## src/fmbq_pkg.sv

```systemverilog
// Shared constants, codes and types for the front/middle/back queue.
`default_nettype none

package fmbq_pkg;

  localparam int CAPACITY_DEF = 1024;
  localparam int VALUE_W      = 32;
  localparam int KIND_W       = 2;
  localparam int STATUS_W     = 2;

  localparam logic [KIND_W-1:0] KIND_PUSH_FRONT = 2'd0;
  localparam logic [KIND_W-1:0] KIND_PUSH_BACK  = 2'd1;
  localparam logic [KIND_W-1:0] KIND_POP_MID    = 2'd2;

  localparam logic [STATUS_W-1:0] STAT_OK    = 2'd0;
  localparam logic [STATUS_W-1:0] STAT_EMPTY = 2'd1;
  localparam logic [STATUS_W-1:0] STAT_FULL  = 2'd2;

  typedef struct packed {
    logic [VALUE_W-1:0]  popped_value;
    logic [STATUS_W-1:0] status;
  } res_t;

  typedef struct packed {
    logic value;
    logic front;
    logic back;
  } node_we_t;

endpackage

`default_nettype wire

```

## src/fmbq_ctrl.sv

```systemverilog
// Sequencer: list pointers, free stack top, node read-modify-write and result hold.
`default_nettype none

module fmbq_ctrl
  import fmbq_pkg::*;
#(
  parameter int CAPACITY = CAPACITY_DEF
) (
  input  wire logic                              clk,
  input  wire logic                              rst,
  input  wire logic                              in_valid,
  output logic                                   in_stall,
  input  wire logic [KIND_W-1:0]                 kind,
  input  wire logic [VALUE_W-1:0]                value,
  output logic                                   res_valid,
  output res_t                                   res,
  input  wire logic                              res_take,
  output logic                                   node_re,
  output node_we_t                               node_we,
  output logic      [$clog2(CAPACITY)-1:0]       node_addr,
  output logic      [VALUE_W-1:0]                node_wr_value,
  output logic      [$clog2(CAPACITY+1)-1:0]     node_wr_front,
  output logic      [$clog2(CAPACITY+1)-1:0]     node_wr_back,
  input  wire logic [VALUE_W-1:0]                node_rd_value,
  input  wire logic [$clog2(CAPACITY+1)-1:0]     node_rd_front,
  input  wire logic [$clog2(CAPACITY+1)-1:0]     node_rd_back,
  output logic                                   free_we,
  output logic      [$clog2(CAPACITY)-1:0]       free_waddr,
  output logic      [$clog2(CAPACITY)-1:0]       free_wdata,
  output logic                                   free_re,
  output logic      [$clog2(CAPACITY)-1:0]       free_raddr,
  input  wire logic [$clog2(CAPACITY)-1:0]       free_rdata
);

  localparam int SLOT_W = $clog2(CAPACITY);
  localparam int LINK_W = $clog2(CAPACITY+1);
  localparam logic [LINK_W-1:0] NULL_LINK = LINK_W'(CAPACITY);

  typedef enum logic [2:0] {
    S_IDLE,
    S_PUSH_NODE,
    S_PUSH_LINK,
    S_POP_UNLINK,
    S_POP_FIX
  } state_t;

  state_t              state;
  logic [LINK_W-1:0]   head;
  logic [LINK_W-1:0]   tail;
  logic [LINK_W-1:0]   middle;
  logic [LINK_W-1:0]   count;
  logic [LINK_W-1:0]   top;
  logic [LINK_W-1:0]   low;
  logic [KIND_W-1:0]   kind_r;
  logic [VALUE_W-1:0]  value_r;
  logic [SLOT_W-1:0]   slot_r;
  logic                from_mem;
  logic [LINK_W-1:0]   link_f;
  logic [LINK_W-1:0]   link_b;

  logic                accept;
  logic                is_push;
  logic                fresh;
  logic [LINK_W-1:0]   top_dec;
  logic [LINK_W-1:0]   fresh_link;
  logic [SLOT_W-1:0]   new_slot;
  logic [LINK_W-1:0]   new_link;

  // Entries below the low mark of the stack were never written and hold no
  // valid slot number, so the slot is computed instead of read.
  assign in_stall   = (state != S_IDLE) || res_valid;
  assign accept     = in_valid && !in_stall;
  assign is_push    = (kind == KIND_PUSH_FRONT) || (kind == KIND_PUSH_BACK);
  assign fresh      = (top == low);
  assign top_dec    = top - 1'b1;
  assign fresh_link = NULL_LINK - top;
  assign new_slot   = from_mem ? free_rdata : slot_r;
  assign new_link   = LINK_W'(new_slot);

  always_comb begin
    node_re       = 1'b0;
    node_we       = '0;
    node_addr     = middle[SLOT_W-1:0];
    node_wr_value = value_r;
    node_wr_front = NULL_LINK;
    node_wr_back  = NULL_LINK;
    free_we       = 1'b0;
    free_waddr    = top[SLOT_W-1:0];
    free_wdata    = middle[SLOT_W-1:0];
    free_re       = 1'b0;
    free_raddr    = top_dec[SLOT_W-1:0];
    case (state)
      S_IDLE: begin
        if (accept && is_push && count != NULL_LINK) begin
          node_re = 1'b1;
          free_re = !fresh;
        end else if (accept && kind == KIND_POP_MID && count != '0) begin
          node_re = 1'b1;
        end
      end
      S_PUSH_NODE: begin
        node_we   = '{value: 1'b1, front: 1'b1, back: 1'b1};
        node_addr = new_slot;
        if (count != '0) begin
          if (kind_r == KIND_PUSH_FRONT) begin
            node_wr_back = head;
          end else begin
            node_wr_front = tail;
          end
        end
      end
      S_PUSH_LINK: begin
        if (kind_r == KIND_PUSH_FRONT) begin
          node_we.front = 1'b1;
          node_addr     = head[SLOT_W-1:0];
          node_wr_front = LINK_W'(slot_r);
        end else begin
          node_we.back = 1'b1;
          node_addr    = tail[SLOT_W-1:0];
          node_wr_back = LINK_W'(slot_r);
        end
      end
      S_POP_UNLINK: begin
        free_we      = 1'b1;
        node_we.back = (node_rd_front != NULL_LINK);
        node_addr    = node_rd_front[SLOT_W-1:0];
        node_wr_back = node_rd_back;
      end
      S_POP_FIX: begin
        node_we.front = (link_b != NULL_LINK);
        node_addr     = link_b[SLOT_W-1:0];
        node_wr_front = link_f;
      end
      default: begin
      end
    endcase
  end

  always_ff @(posedge clk) begin
    if (rst) begin
      state     <= S_IDLE;
      head      <= NULL_LINK;
      tail      <= NULL_LINK;
      middle    <= NULL_LINK;
      count     <= '0;
      top       <= NULL_LINK;
      low       <= NULL_LINK;
      res_valid <= 1'b0;
    end else begin
      if (res_valid && res_take) begin
        res_valid <= 1'b0;
      end
      case (state)
        S_IDLE: begin
          if (accept) begin
            kind_r  <= kind;
            value_r <= value;
            case (kind)
              KIND_PUSH_FRONT, KIND_PUSH_BACK: begin
                if (count == NULL_LINK) begin
                  res_valid <= 1'b1;
                  res       <= '{popped_value: '0, status: STAT_FULL};
                end else begin
                  top      <= top_dec;
                  from_mem <= !fresh;
                  slot_r   <= fresh_link[SLOT_W-1:0];
                  if (fresh) begin
                    low <= low - 1'b1;
                  end
                  state <= S_PUSH_NODE;
                end
              end
              KIND_POP_MID: begin
                if (count == '0) begin
                  res_valid <= 1'b1;
                  res       <= '{popped_value: '0, status: STAT_EMPTY};
                end else begin
                  state <= S_POP_UNLINK;
                end
              end
              default: begin
              end
            endcase
          end
        end
        S_PUSH_NODE: begin
          slot_r <= new_slot;
          count  <= count + 1'b1;
          if (count == '0) begin
            head   <= new_link;
            tail   <= new_link;
            middle <= new_link;
            state  <= S_IDLE;
          end else begin
            if (kind_r == KIND_PUSH_FRONT) begin
              if (count[0]) begin
                middle <= (count == LINK_W'(1)) ? new_link : node_rd_front;
              end
            end else if (!count[0]) begin
              middle <= node_rd_back;
            end
            state <= S_PUSH_LINK;
          end
        end
        S_PUSH_LINK: begin
          if (kind_r == KIND_PUSH_FRONT) begin
            head <= LINK_W'(slot_r);
          end else begin
            tail <= LINK_W'(slot_r);
          end
          state <= S_IDLE;
        end
        S_POP_UNLINK: begin
          link_f <= node_rd_front;
          link_b <= node_rd_back;
          if (node_rd_front == NULL_LINK) begin
            head <= node_rd_back;
          end
          if (node_rd_back == NULL_LINK) begin
            tail <= node_rd_front;
          end
          middle    <= count[0] ? node_rd_front : node_rd_back;
          top       <= top + 1'b1;
          count     <= count - 1'b1;
          res_valid <= 1'b1;
          res       <= '{popped_value: node_rd_value, status: STAT_OK};
          state     <= S_POP_FIX;
        end
        S_POP_FIX: begin
          state <= S_IDLE;
        end
        default: begin
          state <= S_IDLE;
        end
      endcase
    end
  end

  a_slots_conserved: assert property (@(posedge clk) disable iff (rst)
    (state == S_IDLE) |->
      (({1'b0, top} + {1'b0, count}) == (LINK_W+1)'(CAPACITY)))
    else $error("free plus used slots differ from capacity");

  a_low_mark: assert property (@(posedge clk) disable iff (rst)
    low <= top)
    else $error("free stack low mark above top");

  a_empty_ptrs: assert property (@(posedge clk) disable iff (rst)
    (state == S_IDLE && count == '0) |->
      (head == NULL_LINK && tail == NULL_LINK && middle == NULL_LINK))
    else $error("empty queue with live pointers");

  a_live_ptrs: assert property (@(posedge clk) disable iff (rst)
    (state == S_IDLE && count != '0) |->
      (head != NULL_LINK && tail != NULL_LINK && middle != NULL_LINK))
    else $error("nonempty queue with null pointer");

  a_pop_result: assert property (@(posedge clk) disable iff (rst)
    (state == S_POP_UNLINK) |=> (res_valid && res.status == STAT_OK))
    else $error("pop did not post a result");

endmodule

`default_nettype wire
```

## config.mk

```make
export PLATFORM = sky130hd
export DESIGN_NAME = fmbq_ctrl
export DESIGN_NICKNAME = d
export VERILOG_FILES = /design/src/fmbq_pkg.sv /design/src/fmbq_ctrl.sv
export SDC_FILE = /design/constraint.sdc
export NUM_CORES = 1
export LEC_CHECK = 0
export ABC_AREA = 1
export ABC_CLOCK_PERIOD_IN_PS = 5000
export CORE_MARGIN = 3
export CORE_UTILIZATION = 30
export CTS_CLUSTER_DIAMETER = 100
export CTS_CLUSTER_SIZE = 20
export DETAILED_ROUTE_END_ITERATION = 7
export DONT_BUFFER_PORTS = 1
export RECOVER_POWER = 100
export SLEW_MARGIN = 20
export SYNTH_ARGS = -nofsm -noshare
export SYNTH_HDL_FRONTEND = slang
export SYNTH_SLANG_ARGS = --single-unit
```

## constraint.sdc

```tcl
create_clock -name clk -period 5 [get_ports clk]
set_clock_uncertainty 0.05 [all_clocks]
set_input_delay 0.5 -clock clk [delete_from_list [all_inputs] [get_ports clk]]
set_output_delay 0.5 -clock clk [all_outputs]
set_load 0.1 [all_outputs]
```

==> results of run 1 <==
-- logic make-up after synthesis --
logic type | Yosys count | share of synthesized area
buffers and inverters | 224 | 0.100
XOR/XNOR | 18 | 0.0172
AO/OA/AOI/OAI | 221 | 0.135
adder cells (fa/ha/maj) | 6 | 0.00820
flip-flops | 170 | 0.482
multiplexers | 1 | 0.00109
AND/OR/NAND/NOR | 558 | 0.256
-- through the flow --
stage / util / power, mW / hold WS, ps
floorplan: - / 3.91 / 377
global placement: 0.339 / 4.42 / 386
detailed placement: 0.339 / 4.43 / 389
CTS: 0.360 / 5.80 / 73.2
global route: 0.354 / 5.95 / 63.7
finish: 0.354 / 5.70 / 96.8
-- routing by layer --
layer	track usage	wire [um]
met1	0.240	12800
met2	0.303	14900
met3	0.0541	3110
met4	0.0537	571
met5	0	13
-- power breakdown --
group / switching (mW) / leakage, nW / internal, mW
clock network: 0.685 / 0.295 / 0.685
registers: 0.469 / 1.50 / 1.66
logic: 1.77 / 2.62 / 0.430
total: 2.92 / 4.41 / 2.78
-- final cells by class --
cell class                      count  area share
Clock buffer                       17      0.0403
Multi-Input combinational cell    804       0.363
Inverter                          165      0.0586
Sequential cell                   170       0.418
Clock inverter                     15      0.0185
Tap cell                          390      0.0462
Timing Repair Buffer               61      0.0556
-- final timing paths --
kind	slack, ps	from	end
max	650	state[2]	node_addr[4]
max reg2reg	980	state[2]	link_b[0]
min	100	rst	tail[4]
min reg2reg	400	head[4]	head[4]
-- sequential cells by signal, indices dropped and copies added (netlist names) --
name	count
count	11
from_mem	1
head	11
kind_r	2
link_b	11
link_f	11
low	11
middle	10
node_wr_value	32
res	34
res_valid	1
slot_r	10
state	3
tail	11
top	11
-- synth_stat cells (2+ instances only) --
cell,n
nand2_1,249
nor2_2,5
nor3_1,15
inv_1,158
o21ai_0,85
a21oi_1,88
nor2_4,3
buf_4,12
nand3_1,64
buf_2,18
xnor2_1,3
a21oi_2,2
or2_2,9
nand2_2,2
o21ai_2,3
inv_2,5
nand4_1,22
nor2_1,183
and2_1,2
dfxtp_1,69
a41oi_1,2
o211ai_1,11
ha_1,6
o31ai_1,2
clkinv_1,2
a21o_1,2
o22ai_1,3
a22oi_1,10
a31oi_1,4
a211oi_1,3
buf_1,7
a2111o_1,2
xor2_1,15
edfxtp_1,101
clkbuf_1,20
-- critical path: stages (launching register included) --
cell	delay, ps
dfxtp_1	350
inv_1	140
nand2_1	180
nor2_4	490
clkbuf_1	980
nand2_1	350
nand4_1	210
a21o_1	670
==> results.sh, run 1 <==
export IMPL_status="finished, violations left"
export IMPL_violations="max-capacitance violations, max-slew violations"
export IMPL_drive_above_1_share=0.0812
export IMPL_power_density_nw_per_um2=539
export IMPL_synthCells=1198
export IMPL_die_area_sq_um=32600
export IMPL_cts_max_level=4
export IMPL_fin_crit_ps=4350
export IMPL_drv_cap=8
export IMPL_post_route_period_util=0.870
export IMPL_ys_ff_latch=170
export IMPL_vias=8356
export IMPL_synth_area_top_cells="edfxtp_1 33%, dfxtp_1 15%, nand2_1 10%"
export IMPL_tns_ps=0
export IMPL_start_kind="register"
export IMPL_gp_congestion=0.935
export IMPL_synth_edf_count=101
export IMPL_floorplan_initialDensity=0.306
export IMPL_clk_pin_slew_ps=80
export IMPL_seq_area_sq_um=4410
export IMPL_end_kind="output pin"
export IMPL_first_pass_iters=5
export IMPL_grt_antenna_before_repair=1
export IMPL_root_buffer="clkbuf_16"
export IMPL_finalNetCount=1327
export IMPL_syn_area_sq_um=9150
export IMPL_cp_data_arrival_time_ps=3800
export IMPL_grt_max_degree=62
export IMPL_yosys_area_top_type="edfxtp_1"
export IMPL_die_w_um=181
export IMPL_dieHeight_um=181
export IMPL_crit_required_ps=4450
export IMPL_ys_seq_area_frac=0.482
export IMPL_hold_buffers=0
export IMPL_dp_cells=1590
export IMPL_relSlewSlack=-0.712
export IMPL_cts_setup_buffers=0
export IMPL_clock_latency_ps=430
export IMPL_cp_max_fo=19
export IMPL_setup_viol=0
export IMPL_stdcell_count=1622
export IMPL_multi_input_area_sq_um=3830
export IMPL_synth_cell_types=46
export IMPL_hold_violations=0
export IMPL_cts_tree="yes"
export IMPL_synth_main_ff_cell="edfxtp_1"
export IMPL_hpwl_mm=22.8
export IMPL_path_class="reg -> out"
export IMPL_clockBufferDepth=2
export IMPL_n_fill_cell=3135
export IMPL_avgSynthCellArea_sq_um=7.64
export IMPL_drc=0
export IMPL_r2r_cells=7
export IMPL_grt_pass1_vias=7890
export IMPL_wl_per_cell_um=19.3
export IMPL_worst_pin_slew_ps=2560
export IMPL_vdd_drop_max_mv=0.241
export IMPL_n_antenna_cell=0
export IMPL_antenna_left=0
export IMPL_cts_buffers=17
export IMPL_grt_pass1_wl_mm=47.4
export IMPL_grt_total_usage=0.186
export IMPL_place_ws_ps=1640
export IMPL_holdPathStages=1
export IMPL_viasPerCell=5.15
export IMPL_first_iter_violations=839
export IMPL_io_pins=238
export IMPL_slew_violations=97
export IMPL_ys_warn_count=0
export IMPL_final_cell_mix="251 x nand2_1, 185 x nor2_1, 159 x inv_1, 101 x edfxtp_1, 88 x a21oi_1"
export IMPL_core_sq_um=29900
export IMPL_rsz0062_at_grt="no"
export IMPL_timing_final_ws_setup_ps=652
export IMPL_synth_top_cell_area_share=0.331
export IMPL_final_cell_area_sq_um=10600
export IMPL_cts_resized_gates=0
export IMPL_clock_sinks=170
export IMPL_syn2layout_area_growth_pct=15.4
export IMPL_syn_nets=1306
export IMPL_leakage_nw=4.41
export IMPL_final_common_cell="nand2_1"
export IMPL_postSynth_asyncResetShare=0
export IMPL_totalWireLength_mm=31.3
export IMPL_place_area_sq_um=10100
export IMPL_grt_remaining_overflow=0
export IMPL_max_clock_freq_mhz=230
export IMPL_num_rows=63
export IMPL_hp_class="in -> reg"
export IMPL_portBuffers=0
Note: power is estimated with default switching activity, not from simulation.
==> run 2, diff against run 1 <==
Settings changed: CORE_UTILIZATION 30 to 55, PLACE_DENSITY from default to 0.7.
==> run 2 against run 1 <==
The flow still finishes with violations (max-capacitance violations, max-slew violations). Global-route usage rose by 13 points. Fmax fell by 0.66%. Register-to-register slack got worse by 20 ps. Hold slack got worse by 29 ps. Non-clock buffer count fell by 2. Utilization rose by 29 points. Cell count fell by 11%. Clock power barely moved. Cell area fell by 2.0%. Largest cell class unchanged.
==> results.sh, run 2 (synthesized netlist as in run 1, its figures left out) <==
export IMPL_viasPerCell=5.80
export IMPL_fin_crit_ps=4380
export IMPL_timing_final_ws_setup_ps=623
export IMPL_path_class="reg -> out"
export IMPL_clock_latency_ps=430
export IMPL_clockBufferDepth=2
export IMPL_final_common_cell="nand2_1"
export IMPL_pwr_share_comb=0.385
export IMPL_first_pass_iters=6
export IMPL_vias=8381
export IMPL_n_fill_cell=1411
export IMPL_worst_pin_slew_ps=1810
export IMPL_wl_per_cell_um=20.0
export IMPL_relSlewSlack=-0.211
export IMPL_slew_violations=67
export IMPL_portBuffers=0
export IMPL_place_ws_ps=1590
export IMPL_clk_pin_slew_ps=80
export IMPL_grt_pass1_wl_mm=44.1
export IMPL_io_pins=238
export IMPL_tns_ps=0
export IMPL_leakage_nw=4.40
export IMPL_cts_buffers=17
export IMPL_cp_data_arrival_time_ps=3830
export IMPL_die_w_um=135
export IMPL_multi_input_area_sq_um=3860
export IMPL_drv_cap=6
export IMPL_die_area_sq_um=18200
export IMPL_cts_setup_buffers=0
export IMPL_grt_remaining_overflow=0
export IMPL_regMostFlops="res"
export IMPL_n_antenna_cell=0
export IMPL_cts_tree="yes"
export IMPL_power_density_nw_per_um2=545
export IMPL_hpwl_mm=20.7
export IMPL_root_buffer="clkbuf_16"
export IMPL_drc=0
export IMPL_rsz0062_at_grt="no"
export IMPL_vdd_drop_max_mv=0.588
export IMPL_status="finished, violations left"
export IMPL_floorplan_initialDensity=0.570
export IMPL_final_cell_mix="251 x nand2_1, 184 x nor2_1, 159 x inv_1, 101 x edfxtp_1, 89 x a21oi_1"
export IMPL_cts_resized_gates=0
export IMPL_antenna_left=0
export IMPL_switching_share=0.510
export IMPL_first_iter_violations=1241
export IMPL_finalNetCount=1325
export IMPL_largest_register_ffs=34
export IMPL_drive_above_1_share=0.0837
export IMPL_max_clock_freq_mhz=228
export IMPL_num_rows=46
export IMPL_gp_congestion=1.00
export IMPL_grt_total_usage=0.313
export IMPL_start_kind="register"
export IMPL_cp_max_fo=22
export IMPL_seq_area_sq_um=4410
export IMPL_grt_antenna_before_repair=0
export IMPL_core_sq_um=16100
export IMPL_intPower_mw=2.76
export IMPL_clock_sinks=170
export IMPL_seq_power_share=0.377
export IMPL_netSwitchingPower_mw=2.87
export IMPL_syn2layout_area_growth_pct=13.1
export IMPL_violations="max-capacitance violations, max-slew violations"
export IMPL_p_clk_frac=0.238
export IMPL_crit_required_ps=4450
export IMPL_end_kind="output pin"
export IMPL_cts_max_level=4
export IMPL_grt_pass1_vias=7770
export IMPL_dieHeight_um=135
export IMPL_totalWireLength_mm=28.9
export IMPL_hold_violations=0
export IMPL_setup_viol=0
export IMPL_post_route_period_util=0.875
export IMPL_hold_buffers=0
export IMPL_grt_max_degree=60
export IMPL_hp_class="in -> reg"
[run 2: final cells by class]
| class | instances | share of cell area |
|---|---|---|
| repair buffers | 59 | 0.0549 |
| clock inverters | 15 | 0.0190 |
| flip-flops and latches | 170 | 0.426 |
| well taps | 216 | 0.0261 |
| multi-input cells | 804 | 0.373 |
| clock buffers | 17 | 0.0411 |
| inverters | 165 | 0.0598 |
[run 2: routing by layer]
| layer | vias up | share of wire | track usage |
|---|---|---|---|
| li1 | 3946 | - | - |
| met1 | 3782 | 0.40 | 0.432 |
| met2 | 575 | 0.45 | 0.481 |
| met3 | 78 | 0.12 | 0.0849 |
| met4 | 0 | 0.031 | 0.110 |
| met5 | - | 0 | 0 |
[run 2: critical path: stages (launching register included)]
cell and delay, ps:
dfxtp_1 720, clkinv_1 420, ha_1 330, nand2_1 100
inv_1 60, nand2_1 60, nor2_1 70, nor2_1 90
clkbuf_1 900, nand2_1 140, o211ai_1 220, clkbuf_16 270
[run 2: worst paths after layout]
check            from         endpoint  slack [ps]  cells past startpoint
max reg2reg  state[2]           res[4]         960                      9
max          count[0]  node_wr_back[9]         620                     11
min reg2reg   head[0]          head[0]         400                      2
min               rst           top[9]          70                      1
[run 2: stage by stage]
stage,hold WS (ps),total power [mW],area [sq um],instances,util
2_1_floorplan,377,3.91,9150,1198,-
3_3_place_gp,386,4.34,9890,1414,0.616
6_report,67.9,5.64,10300,1446,0.645
4_1_cts,56.1,5.71,10500,1446,0.654
3_5_place_dp,390,4.36,9890,1414,0.616
5_1_grt,56.5,5.88,10300,1446,0.645
[run 2: power groups by stage]
| stage | Sequential, mW | Combinational [mW] | Clock, mW |
|---|---|---|---|
| floorplan | 2.12 | 1.79 | 0 |
| global placement | 2.15 | 2.19 | 0 |
| detailed placement | 2.15 | 2.21 | 0 |
| CTS | 2.12 | 2.22 | 1.36 |
| global route | 2.14 | 2.32 | 1.42 |
| finish | 2.13 | 2.17 | 1.34 |
